--- src/sv/mrd_pkg.sv ---
`timescale 1ns / 1ps
// ----------------------------------------------------------------------------
// mrd_pkg: shared types and constants for the modem response detector
// Pattern length limit, status codes, register indexes and the pattern
// matcher step.
// ----------------------------------------------------------------------------
package mrd_pkg;

  localparam int unsigned MaxPatternLen = 8;
  localparam int unsigned CharW         = 8;
  localparam int unsigned PatternW      = MaxPatternLen * CharW;
  localparam int unsigned LenW          = $clog2(MaxPatternLen + 1);
  localparam int unsigned PosW          = $clog2(MaxPatternLen);
  localparam int unsigned TickW         = 16;
  localparam int unsigned StatusW       = 2;
  localparam int unsigned CfgIdxW       = 3;
  localparam int unsigned CfgDataW      = PatternW;

  localparam logic [CharW-1:0] LineFeed = 8'h0a;

  // Latched result; the encoding doubles as the reported status.
  typedef enum logic [StatusW-1:0] {
    KIND_ACK     = 2'd0,
    KIND_ERROR   = 2'd1,
    KIND_TIMEOUT = 2'd2,
    KIND_NONE    = 2'd3
  } kind_e;

  localparam logic [CfgIdxW-1:0] CFG_ACK_PATTERN   = 3'd0;
  localparam logic [CfgIdxW-1:0] CFG_ACK_LENGTH    = 3'd1;
  localparam logic [CfgIdxW-1:0] CFG_ERROR_PATTERN = 3'd2;
  localparam logic [CfgIdxW-1:0] CFG_ERROR_LENGTH  = 3'd3;
  localparam logic [CfgIdxW-1:0] CFG_TIMEOUT_TICKS = 3'd4;

  localparam logic [PatternW-1:0] AckPatternRst   = 64'd19279;
  localparam logic [LenW-1:0]     AckLengthRst    = 4'd2;
  localparam logic [PatternW-1:0] ErrorPatternRst = 64'd353174213189;
  localparam logic [LenW-1:0]     ErrorLengthRst  = 4'd5;
  localparam logic [TickW-1:0]    TimeoutRst      = 16'd1000;

  typedef struct packed {
    logic [LenW-1:0] count;
    logic            hit;
  } match_t;

  // One matcher step: compare the byte with the next expected character.
  function automatic match_t match_step(input logic [PatternW-1:0] pat,
                                        input logic [LenW-1:0]     len,
                                        input logic [LenW-1:0]     count,
                                        input logic [CharW-1:0]    ch);
    logic [LenW-1:0] lim;
    logic [PosW-1:0] pos;
    logic [CharW-1:0] exp_ch;
    match_t res;
    lim = (len > LenW'(MaxPatternLen)) ? LenW'(MaxPatternLen) : len;
    pos = (count >= lim) ? '0 : count[PosW-1:0];
    exp_ch = pat[pos*CharW +: CharW];
    if (lim == '0) begin
      res.count = '0;
      res.hit   = 1'b1;
    end else begin
      if (exp_ch == ch) begin
        res.count = LenW'(pos) + LenW'(1);
      end else begin
        res.count = (pat[CharW-1:0] == ch) ? LenW'(1) : '0;
      end
      res.hit = (res.count == lim);
    end
    return res;
  endfunction

endpackage

--- src/sv/modem_response_detector_core.sv ---
`timescale 1ns / 1ps
// ----------------------------------------------------------------------------
// modem_response_detector_core: acknowledge / error response detector
// Matches received characters against two programmable patterns and reports
// the outcome at a line feed or after an idle timeout.
// ----------------------------------------------------------------------------
// One beat per cycle unless a new report meets a full output that is not taken.
// A beat is registered at the input, then the two pattern compares and the idle
// counter update run combinationally and any status lands in the output register.
// The output register frees the input side: beats that give no report keep
// flowing while a status waits; a second report stalls the input until the first
// is taken. Input tuser[0] = 1 marks a 1 ms tick, 0 a received character in tdata.
// Registers are to be written only while idle; the block does not enforce it.
module modem_response_detector_core (
  input  logic                          clk_i,
  input  logic                          rst_ni,
  input  logic                          cfg_we_i,
  input  logic [mrd_pkg::CfgIdxW-1:0]   cfg_index_i,
  input  logic [mrd_pkg::CfgDataW-1:0]  cfg_wdata_i,
  input  logic                          s_axis_tvalid,
  output logic                          s_axis_tready,
  input  logic [7:0]                    s_axis_tdata,   // [7:0] char_code
  input  logic [0:0]                    s_axis_tuser,   // [0] opcode
  output logic                          m_axis_tvalid,
  input  logic                          m_axis_tready,
  output logic [7:0]                    m_axis_tdata    // [1:0] status, [7:2] zero
);
  import mrd_pkg::*;

  // configuration
  logic [PatternW-1:0] ack_pat_q, err_pat_q;
  logic [LenW-1:0]     ack_len_q, err_len_q;
  logic [TickW-1:0]    timeout_q;

  // matcher state
  logic [LenW-1:0]  ack_cnt_q, ack_cnt_d;
  logic [LenW-1:0]  err_cnt_q, err_cnt_d;
  kind_e            found_q, found_d;
  logic [TickW-1:0] idle_q, idle_d;

  // input register
  logic             in_valid_q;
  logic             in_tick_q;
  logic [CharW-1:0] in_char_q;

  // output register
  logic               out_valid_q;
  logic [StatusW-1:0] out_status_q;

  match_t           ack_m, err_m;
  kind_e            found_new;
  logic [TickW-1:0] idle_inc;
  logic             res_valid;
  kind_e            res_kind;
  logic             adv;

  always_ff @(posedge clk_i or negedge rst_ni) begin
    if (!rst_ni) begin
      ack_pat_q <= AckPatternRst;
      ack_len_q <= AckLengthRst;
      err_pat_q <= ErrorPatternRst;
      err_len_q <= ErrorLengthRst;
      timeout_q <= TimeoutRst;
    end else if (cfg_we_i) begin
      unique case (cfg_index_i)
        CFG_ACK_PATTERN:   ack_pat_q <= cfg_wdata_i;
        CFG_ACK_LENGTH:    ack_len_q <= cfg_wdata_i[LenW-1:0];
        CFG_ERROR_PATTERN: err_pat_q <= cfg_wdata_i;
        CFG_ERROR_LENGTH:  err_len_q <= cfg_wdata_i[LenW-1:0];
        CFG_TIMEOUT_TICKS: timeout_q <= cfg_wdata_i[TickW-1:0];
        default: ;
      endcase
    end
  end

  always_comb begin
    ack_m     = match_step(ack_pat_q, ack_len_q, ack_cnt_q, in_char_q);
    err_m     = match_step(err_pat_q, err_len_q, err_cnt_q, in_char_q);
    idle_inc  = idle_q + TickW'(1);
    ack_cnt_d = ack_cnt_q;
    err_cnt_d = err_cnt_q;
    found_d   = found_q;
    idle_d    = idle_q;
    found_new = found_q;
    res_valid = 1'b0;
    res_kind  = found_q;
    if (!in_tick_q) begin
      idle_d = '0;
      if (found_q == KIND_NONE) begin
        ack_cnt_d = ack_m.count;
        if (ack_m.hit) begin
          found_new = KIND_ACK;
        end else begin
          // error matcher is left alone on the byte that completes ack
          err_cnt_d = err_m.count;
          if (err_m.hit) begin
            found_new = KIND_ERROR;
          end
        end
      end
      found_d  = found_new;
      res_kind = found_new;
      res_valid = (in_char_q == LineFeed) && (found_new != KIND_NONE);
    end else begin
      idle_d = idle_inc;
      res_valid = (idle_inc >= timeout_q) || (timeout_q == '0);
      res_kind  = (found_q == KIND_NONE) ? KIND_TIMEOUT : found_q;
    end
    if (res_valid) begin
      ack_cnt_d = '0;
      err_cnt_d = '0;
      found_d   = KIND_NONE;
      idle_d    = '0;
    end
  end

  // stage moves on unless it holds a report and the output is still full
  assign adv           = in_valid_q && (!res_valid || !out_valid_q || m_axis_tready);
  assign s_axis_tready = !in_valid_q || adv;

  always_ff @(posedge clk_i or negedge rst_ni) begin
    if (!rst_ni) begin
      in_valid_q  <= 1'b0;
      out_valid_q <= 1'b0;
      ack_cnt_q   <= '0;
      err_cnt_q   <= '0;
      found_q     <= KIND_NONE;
      idle_q      <= '0;
    end else begin
      if (s_axis_tready) begin
        in_valid_q <= s_axis_tvalid;
      end
      if (adv) begin
        ack_cnt_q <= ack_cnt_d;
        err_cnt_q <= err_cnt_d;
        found_q   <= found_d;
        idle_q    <= idle_d;
      end
      if (adv && res_valid) begin
        out_valid_q <= 1'b1;
      end else if (m_axis_tready) begin
        out_valid_q <= 1'b0;
      end
    end
  end

  always_ff @(posedge clk_i) begin
    if (s_axis_tready && s_axis_tvalid) begin
      in_tick_q <= s_axis_tuser[0];
      in_char_q <= s_axis_tdata;
    end
    if (adv && res_valid) begin
      out_status_q <= res_kind;
    end
  end

  assign m_axis_tvalid = out_valid_q;
  assign m_axis_tdata  = {{(8 - StatusW){1'b0}}, out_status_q};

  // a reported beat never carries the "none found" code
  assert property (@(posedge clk_i) disable iff (!rst_ni)
    m_axis_tvalid |-> (m_axis_tdata[StatusW-1:0] != KIND_NONE))
    else $error("report carries none-found code");

  // every report wipes the matcher state
  assert property (@(posedge clk_i) disable iff (!rst_ni)
    (adv && res_valid) |=> (found_q == KIND_NONE && ack_cnt_q == '0 &&
                            err_cnt_q == '0 && idle_q == '0))
    else $error("state not cleared after report");

  // input only stalls behind a pending report that is not being taken
  assert property (@(posedge clk_i) disable iff (!rst_ni)
    !s_axis_tready |-> (in_valid_q && out_valid_q && !m_axis_tready && res_valid))
    else $error("unexpected input stall");

  // a held stage item is still there next cycle
  assert property (@(posedge clk_i) disable iff (!rst_ni)
    (in_valid_q && !adv) |=> in_valid_q)
    else $error("stage item dropped");

  // match counts never run past the pattern limit
  assert property (@(posedge clk_i) disable iff (!rst_ni)
    (ack_cnt_q <= LenW'(MaxPatternLen)) && (err_cnt_q <= LenW'(MaxPatternLen)))
    else $error("match count out of range");

endmodule

--- config.mk ---
export PLATFORM = sky130hd
export DESIGN_NAME = modem_response_detector_core
export DESIGN_NICKNAME = d
export VERILOG_FILES = /design/src/sv/mrd_pkg.sv /design/src/sv/modem_response_detector_core.sv
export SDC_FILE = /design/constraint.sdc
export NUM_CORES = 1
export LEC_CHECK = 0
export BUFFER_PORTS_ARGS = -buffer_cell sky130_fd_sc_hd__buf_2
export CAP_MARGIN = 10
export CORE_MARGIN = 2
export CORE_UTILIZATION = 40
export CTS_BUF_LIST = sky130_fd_sc_hd__clkbuf_2
export CTS_CLUSTER_SIZE = 28
export DETAILED_ROUTE_END_ITERATION = 6
export REMOVE_ABC_BUFFERS = 1
export SYNTH_ARGS = -nofsm -noshare
export SYNTH_HDL_FRONTEND = slang
export SYNTH_SLANG_ARGS = --single-unit
--- constraint.sdc ---
create_clock -name clk_i -period 4.5 [get_ports clk_i]
set_input_delay 0.225 -clock clk_i [delete_from_list [all_inputs] [get_ports clk_i]]
set_output_delay 0.225 -clock clk_i [all_outputs]
set_load 0.05 [all_outputs]
### Yosys cells after proc, flatten, opt, wreduce, memory -nomap -nowiden

Cells that the tools add are included.

* bits in registers: 191
* bits in latches: 0
* memory bits (writable): 0
* memory bits (read-only): 0
* input port bits: 81
* output and inout port bits: 10
* word-level logic and storage cells: 96
* memories kept: 0

* $add $sub $neg: 3
* $mul: 0
* div/mod/pow operators: 0
* order comparisons: 5
* equality and inequality tests: 15
* shifts and indexed selects: 2
* mux-type cells: 32
* bitwise operators: 0
* reduce and logical (&&, ||, !) cells: 25

Operator list (number)
* indexed part select 64 x 7 -> 8 bit: 2
* 2-to-1 mux 4 bit: 13
* == test 8 bit: 4
* 2-to-1 mux 16 bit: 2
* adder 16 x 1 -> 16 bit, second input constant: 1
* greater-or-equal comparator 16 bit: 1
* logical NOT 16 bit: 1
* 2-to-1 mux 2 bit: 8
* AND reduction 2 bit: 6
* 2-to-1 mux 5 bit: 2
* adder 3 x 1 -> 4 bit, second input constant: 2
* == test 4 bit: 2
* == test 8 x 4 -> 1 bit, second input constant: 1
* greater-or-equal comparator 4 bit: 2
* greater-than comparator 4 bit, second input constant: 2
* logical NOT 4 bit: 2
* == test 3 x 2 -> 1 bit, second input constant: 2
* 2-to-1 mux 3 bit: 2
* 2-to-1 mux 1 bit: 5
* logical AND 1 bit: 4
* logical OR 1 bit: 4
* != test 2 x 1 -> 1 bit, second input constant: 2
* AND reduction 4 bit: 1
* nonzero test 2 bit: 2
* 7 further kinds: 9

### Longest topological paths before layout

* depth after elaboration: 23
* gate-level depth with buffers: 20
* gate-level depth less buffers: 17

### Worst setup path before layout

No wires, ideal clock.

* path kind: register to register
* start point: reg err_cnt_q[0]
* end point: reg in_char_q[0] (enable)
* library setup time: 0.381 ns
* arrival: 4.310 ns
* path slack: -0.190 ns
* cell stages (with the launch flop): 17
* period minus slack after synthesis: 4.690 ns
* path through: dfrtp_1 buf_2 buf_2 buf_2 inv_1 ha_1 or3b_1 a21o_1 clkbuf_1 o22ai_1 a21oi_1 or4_1 and4b_1 mux2i_1 nor3_2 a21oi_4 a31oi_1

* word-level cells in the longest chain between the ends: 21
* elaborated cells between the ends (all ways): 22
* those cells by class: add/sub (1); order compare (1); eq/ne (3); shift (1); mux (9); reduce/logical (7)

Ends and longest elaborated chain
* from (decl): line modem_response_detector_core.sv:37 `logic [LenW-1:0] err_cnt_q, err_cnt_d;`
* from (signal assigned): line modem_response_detector_core.sv:135 `err_cnt_q <= err_cnt_d;`
* greater-or-equal comparator 4 bit: line mrd_pkg.sv:56 `pos = (count >= lim) ? '0 : count[PosW-1:0];`
* 2-to-1 mux 3 bit (*): line mrd_pkg.sv:56
* indexed part select 64 x 7 -> 8 bit: line mrd_pkg.sv:57 `exp_ch = pat[pos*CharW +: CharW];`
* == test 8 bit: line mrd_pkg.sv:62 `if (exp_ch == ch) begin`
* 2-to-1 mux 4 bit (*): line mrd_pkg.sv:62
* 2-to-1 mux 4 bit (*): line mrd_pkg.sv:58 `if (lim == '0) begin`
* == test 4 bit (*): line mrd_pkg.sv:67 `res.hit = (res.count == lim);`
* 2-to-1 mux 5 bit (*): line mrd_pkg.sv:58
* [... 4 more ...]
* != test 2 bit (*): line modem_response_detector_core.sv:103 `res_valid = (in_char_q == LineFeed) && (found_new != KIND_NONE);`
* logical AND 1 bit (*): line modem_response_detector_core.sv:103
* 2-to-1 mux 1 bit (*): line modem_response_detector_core.sv:87 `if (!in_tick_q) begin`
* logical NOT 1 bit (*): line modem_response_detector_core.sv:118 `assign adv = in_valid_q && (!res_valid || !out_valid_q || m_axis_tready);`
* logical OR 1 bit (*) (2 in a row): line modem_response_detector_core.sv:118
* logical AND 1 bit (*): line modem_response_detector_core.sv:118
* logical OR 1 bit (*): line modem_response_detector_core.sv:119 `assign s_axis_tready = !in_valid_q || adv;`
* logical AND 1 bit (*): line modem_response_detector_core.sv:148 `if (s_axis_tready && s_axis_tvalid) begin`
* to (signal assigned): line modem_response_detector_core.sv:150 `in_char_q <= s_axis_tdata;`
* to (decl): line modem_response_detector_core.sv:44 `logic [CharW-1:0] in_char_q;`

Every way passes the cells marked *; elsewhere a longest branch is shown, timed or not. The select of a mux whose other input is x is not followed.
A chain may end at the register's enable or synchronous reset.

### Worst setup path after layout

* start point: reg err_len_q[3]
* end point: out s_axis_tready

* word-level cells in the longest chain between the ends: 22
* elaborated cells between the ends (all ways): 24
* those cells by class: add/sub (1); order compare (2); eq/ne (3); shift (1); mux (10); reduce/logical (7)

Ends and longest elaborated chain
* from (decl): line modem_response_detector_core.sv:32 `logic [LenW-1:0] ack_len_q, err_len_q;`
* from (signal assigned): line modem_response_detector_core.sv:62 `err_len_q <= ErrorLengthRst;`
* from (signal assigned): line modem_response_detector_core.sv:69 `CFG_ERROR_LENGTH: err_len_q <= cfg_wdata_i[LenW-1:0];`
* greater-than comparator 4 bit: line mrd_pkg.sv:55 `lim = (len > LenW'(MaxPatternLen)) ? LenW'(MaxPatternLen) : len;`
* 2-to-1 mux 4 bit (*): line mrd_pkg.sv:55
* greater-or-equal comparator 4 bit: line mrd_pkg.sv:56
* 2-to-1 mux 3 bit: line mrd_pkg.sv:56
* indexed part select 64 x 7 -> 8 bit: line mrd_pkg.sv:57
* == test 8 bit: line mrd_pkg.sv:62
* 2-to-1 mux 4 bit: line mrd_pkg.sv:62
* 2-to-1 mux 4 bit: line mrd_pkg.sv:58
* [... 5 more ...]
* 2-to-1 mux 2 bit (*): line modem_response_detector_core.sv:87
* != test 2 bit (*): line modem_response_detector_core.sv:103
* logical AND 1 bit (*): line modem_response_detector_core.sv:103
* 2-to-1 mux 1 bit (*): line modem_response_detector_core.sv:87
* logical NOT 1 bit (*): line modem_response_detector_core.sv:118
* logical OR 1 bit (*) (2 in a row): line modem_response_detector_core.sv:118
* logical AND 1 bit (*): line modem_response_detector_core.sv:118
* logical OR 1 bit (*): line modem_response_detector_core.sv:119
* to (decl): line modem_response_detector_core.sv:21 `output logic s_axis_tready,`

Marks and branches as above.

==> impl_metrics.env <==
export IMPL_outcome="finished, violations left"
export IMPL_violations="negative setup slack"
export IMPL_ir_drop_mv=0.1748
export IMPL_syn_mean_instance_area_sq_um=11.67
export IMPL_synth_edff_count=11
export IMPL_synth_cells=883
export IMPL_worst_setup_path_start_kind="flip-flop"
export IMPL_switchingPower_mw=1.540
export IMPL_r2r_start="ack_len_q[3]"
export IMPL_synth_seq_cells=191
export IMPL_final_hold_viol_count=0
export IMPL_p_seq_share_pct=51.2
export IMPL_cts_buffers=17
export IMPL_worstSetupPathType="flip-flop to output pin"
export IMPL_firstDrtPassIters=5
export IMPL_ff2ff_path_depth=15
export IMPL_maxCapViolations=0
export IMPL_min_delay_path_depth=4
export IMPL_holdPathEnd="timeout_q[2]"
export IMPL_pin_count=91
export IMPL_cpMostUsedCell="buf_4"
export IMPL_grt_usage_pct=21.04
export IMPL_clkTransAtPathRegs_ns=0.32
export IMPL_clockPowerShare_pct=21.1
export IMPL_setup_violations=1
export IMPL_wl_per_cell_um=19.22
export IMPL_vias=7824
export IMPL_comb_power_share_pct=27.7
export IMPL_grt_max_degree=91
export IMPL_dieArea_sq_um=27060
export IMPL_routed_wl_um=27670
export IMPL_layout_drive_gt1_share_pct=36.61
export IMPL_insertion_delay_ns=0.82
export IMPL_critPathMaxFanout=6
export IMPL_syn_area_sq_um=10300
export IMPL_hpwl_um=18750
export IMPL_min_delay_start="cfg_index_i[0]"
export IMPL_vias_per_cell=5.433
export IMPL_period_minus_slack_ns=4.866
export IMPL_final_util_pct=51.09
export IMPL_grt_pass1_vias=7794
export IMPL_crit_family="simple AND/OR/NAND/NOR gates"
export IMPL_setup_ws_ns=-0.3664
export IMPL_slowest_stage="dfrtp_2"
export IMPL_die_x_um=164.5
export IMPL_htreeDepth=4
export IMPL_synth_flop_cell="dfrtp_1"
export IMPL_switching_share_pct=33.87
export IMPL_cts_tree="done"
export IMPL_rrSetupSlack_ns=0.17
export IMPL_hp_class="input port to flip-flop"
export IMPL_grt_pass1_wl_um=43430
export IMPL_end_kind="output pin"
export IMPL_synthToLayoutAreaGrowth_pct=25.21
export IMPL_crit_required_ns=4.28
export IMPL_place_congestion=0.9119
export IMPL_tightest_slew_ns=0.9254
export IMPL_final_nets=1204
export IMPL_slowest_delay_ns=0.51
export IMPL_p_int_mw=3.005
export IMPL_drc=0
export IMPL_static_leakage_power_nw=5.462
export IMPL_final_max_slew_viol_count=0
export IMPL_power_density_nw_per_um2=352.3
export IMPL_die_h_um=164.5
export IMPL_whs_ns=0.05231
export IMPL_fillers=2326
export IMPL_rsz0062_at_grt="true"
export IMPL_crit_arrival_ns=4.64
export IMPL_dr_first_iter_drc_count=534
export IMPL_cts_buffer_depth=2
export IMPL_multiInputGateArea_sq_um=5243
export IMPL_portBuffers=84
export IMPL_design_core_area_sq_um=25250
export IMPL_regToRegEndpoint="err_cnt_q[1]"
export IMPL_yosysUniqueCellTypes=79
export IMPL_cts_root_buf="clkbuf_2"
export IMPL_timing_fmax_ghz=0.2055
export IMPL_yosysSeqAreaShare_pct=47.38
export IMPL_min_period_over_period_pct=108.1
export IMPL_slew_headroom_pct=38.31
export IMPL_clock_skew_ns=0.05193
export IMPL_cp_buffers_inverters=3
export IMPL_start_util_pct=40.80
export IMPL_postRouteAntennaNets=0
export IMPL_cts_sinks=191
export IMPL_seq_area_sq_um=4885
export IMPL_yosys_warnings=0
export IMPL_gr_total_overflow=0
export IMPL_antenna_found_initial=1
export IMPL_rows=58
export IMPL_cp_cell_sequence="buf_4 -> nor2b_2 -> ha_1 -> or3b_4 -> a21oi_1 -> buf_4 -> nand3_1 -> and3_1 -> or4_1 -> and4b_2 -> mux2i_4 -> nor3_2 -> a21oi_4 -> nand3_4 -> buf_8"
export IMPL_synthArstFlopShare_pct=94.24
## worst register-to-register path, cell delays in order (launching register included)
cell	delay, ns
dfrtp_2	0.54
nor2b_4	0.15
ha_4	0.22
nor3b_4	0.26
buf_4	0.17
o211ai_1	0.16
and3_1	0.25
or4_4	0.42
a22oi_2	0.17
o211ai_1	0.10
or4_4	0.60
mux2_4	0.25
buf_4	0.14
a21oi_4	0.07
nor3_2	0.37
mux2_2	0.38
## final cells by class
cell class	count	share of cell area, %
Antenna cell	1	0.01940
Sequential cell	191	37.86
Multi-Input combinational cell	610	40.64
Timing Repair Buffer	242	14.99
Inverter	34	1.009
Clock buffer	17	0.6595
Clock inverter	15	1.620
Tap cell	330	3.200
## state kept, by name, summed over array words and instances, names as in the netlist
register,cells
err_cnt_q,4
found_q,2
timeout_q,16
ack_cnt_q,4
in_char_q,8
m_axis_tvalid,1
in_valid_q,1
out_status_q,2
err_len_q,4
err_pat_q,64
ack_len_q,4
ack_pat_q,64
in_tick_q,1
idle_q,16
## per-stage QoR
step,setup slack [ns],power [mW],instances,area [sq um],setup TNS (ns)
floorplan,-3.367,3.040,835,10070,-400.06
global placement,0.04976,3.375,1273,11130,0
detailed placement,0.01071,3.401,1273,11130,0
CTS,-0.4084,4.536,1428,12770,-0.4084
global route,-0.5679,4.807,1440,12900,-0.6071
finish,-0.3664,4.545,1440,12900,-0.3664
## kinds of logic after synthesis
family | Yosys count | share of synthesized area [%]
other cells | 1 | 0.03639
compound gates | 156 | 11.17
mux | 175 | 20.10
flops | 191 | 47.38
simple gates | 206 | 10.94
buf+inv | 87 | 3.691
xor+xnor | 40 | 3.400
fa+ha+maj | 27 | 3.279
## worst max-delay path by stage
| stage | start | to | slack, ns | cells after the start |
|---|---|---|---|---|
| after detailed placement | ack_len_q[3] | s_axis_tready | 0.01 | 13 |
| after global placement | ack_len_q[3] | s_axis_tready | 0.05 | 12 |
| after global routing | ack_len_q[3] | s_axis_tready | -0.57 | 15 |
| after floorplan | cfg_index_i[2] | ack_pat_q[0] | -3.37 | 2 |
| final | err_len_q[3] | s_axis_tready | -0.37 | 15 |
| after CTS | ack_len_q[3] | s_axis_tready | -0.41 | 13 |
## cell usage after synthesis (all sizes together) (22+ instances only)
cell      n  area share, %
a21oi    31            1.9
clkbuf   35            1.3
dfrtp   142             34
dfstp    38            9.7
ha       27            3.3
inv      33            1.2
mux2    142             16
mux2i    22            2.1
nand2    53            1.9
nand3    30            1.5
nor2     23           0.84
o21ai    30            1.5
xnor2    25            2.1
## cell usage in the layout (no fill, tap or decap), types with 11 or more instances in the layout
cell type      synthesis  layout
a211oi_1              16      16
a21oi_1               27      27
a22o_1                12      12
and3_1                17      17
buf_2                  7      82
buf_4                  9      46
clkbuf_2               0      17
dfrtp_1              142     140
dfstp_2               38      38
dlygate4sd3_1          0     107
edfxtp_1              11      11
ha_1                  27      23
inv_1                 33      31
mux2_2               141     141
mux2i_1               22      21
mux4_2                11      11
nand2_1               53      52
nand3_1               30      29
nor2_1                23      23
nor4_1                13      12
o21ai_0               29      29
xnor2_1               25      25
xor2_1                15      15
## repair_timing
| action | CTS | global route |
|---|---|---|
| endpoints found under the hold margin | 271 | 0 |
| endpoints found under the setup margin | 13 | 17 |
| gates resized for setup | 30 | 11 |
| setup buffers | 14 | 12 |
| pin swaps | 13 | 13 |
| hold buffers | 109 | 0 |
## power groups by stage
stage / Sequential, mW / Clock (mW) / Combinational [mW]
2_1_floorplan: 2.29 / 0 / 0.747
3_3_place_gp: 2.35 / 0 / 1.03
3_5_place_dp: 2.35 / 0 / 1.05
4_1_cts: 2.32 / 0.992 / 1.22
5_1_grt: 2.38 / 1.06 / 1.37
6_report: 2.33 / 0.959 / 1.26
## per-layer routing
metal | global-route usage (%) | up-vias | part of all wire, % | routed length (um)
met4 | 4.585 | 0 | 1.1 | 312
li1 | - | 3670 | - | -
met1 | 30.27 | 3963 | 47 | 13010
met2 | 33.89 | 176 | 48 | 13220
met3 | 3.014 | 15 | 4.1 | 1128
met5 | 0 | - | 0 | 0
Power figures use the tool's default switching activity.
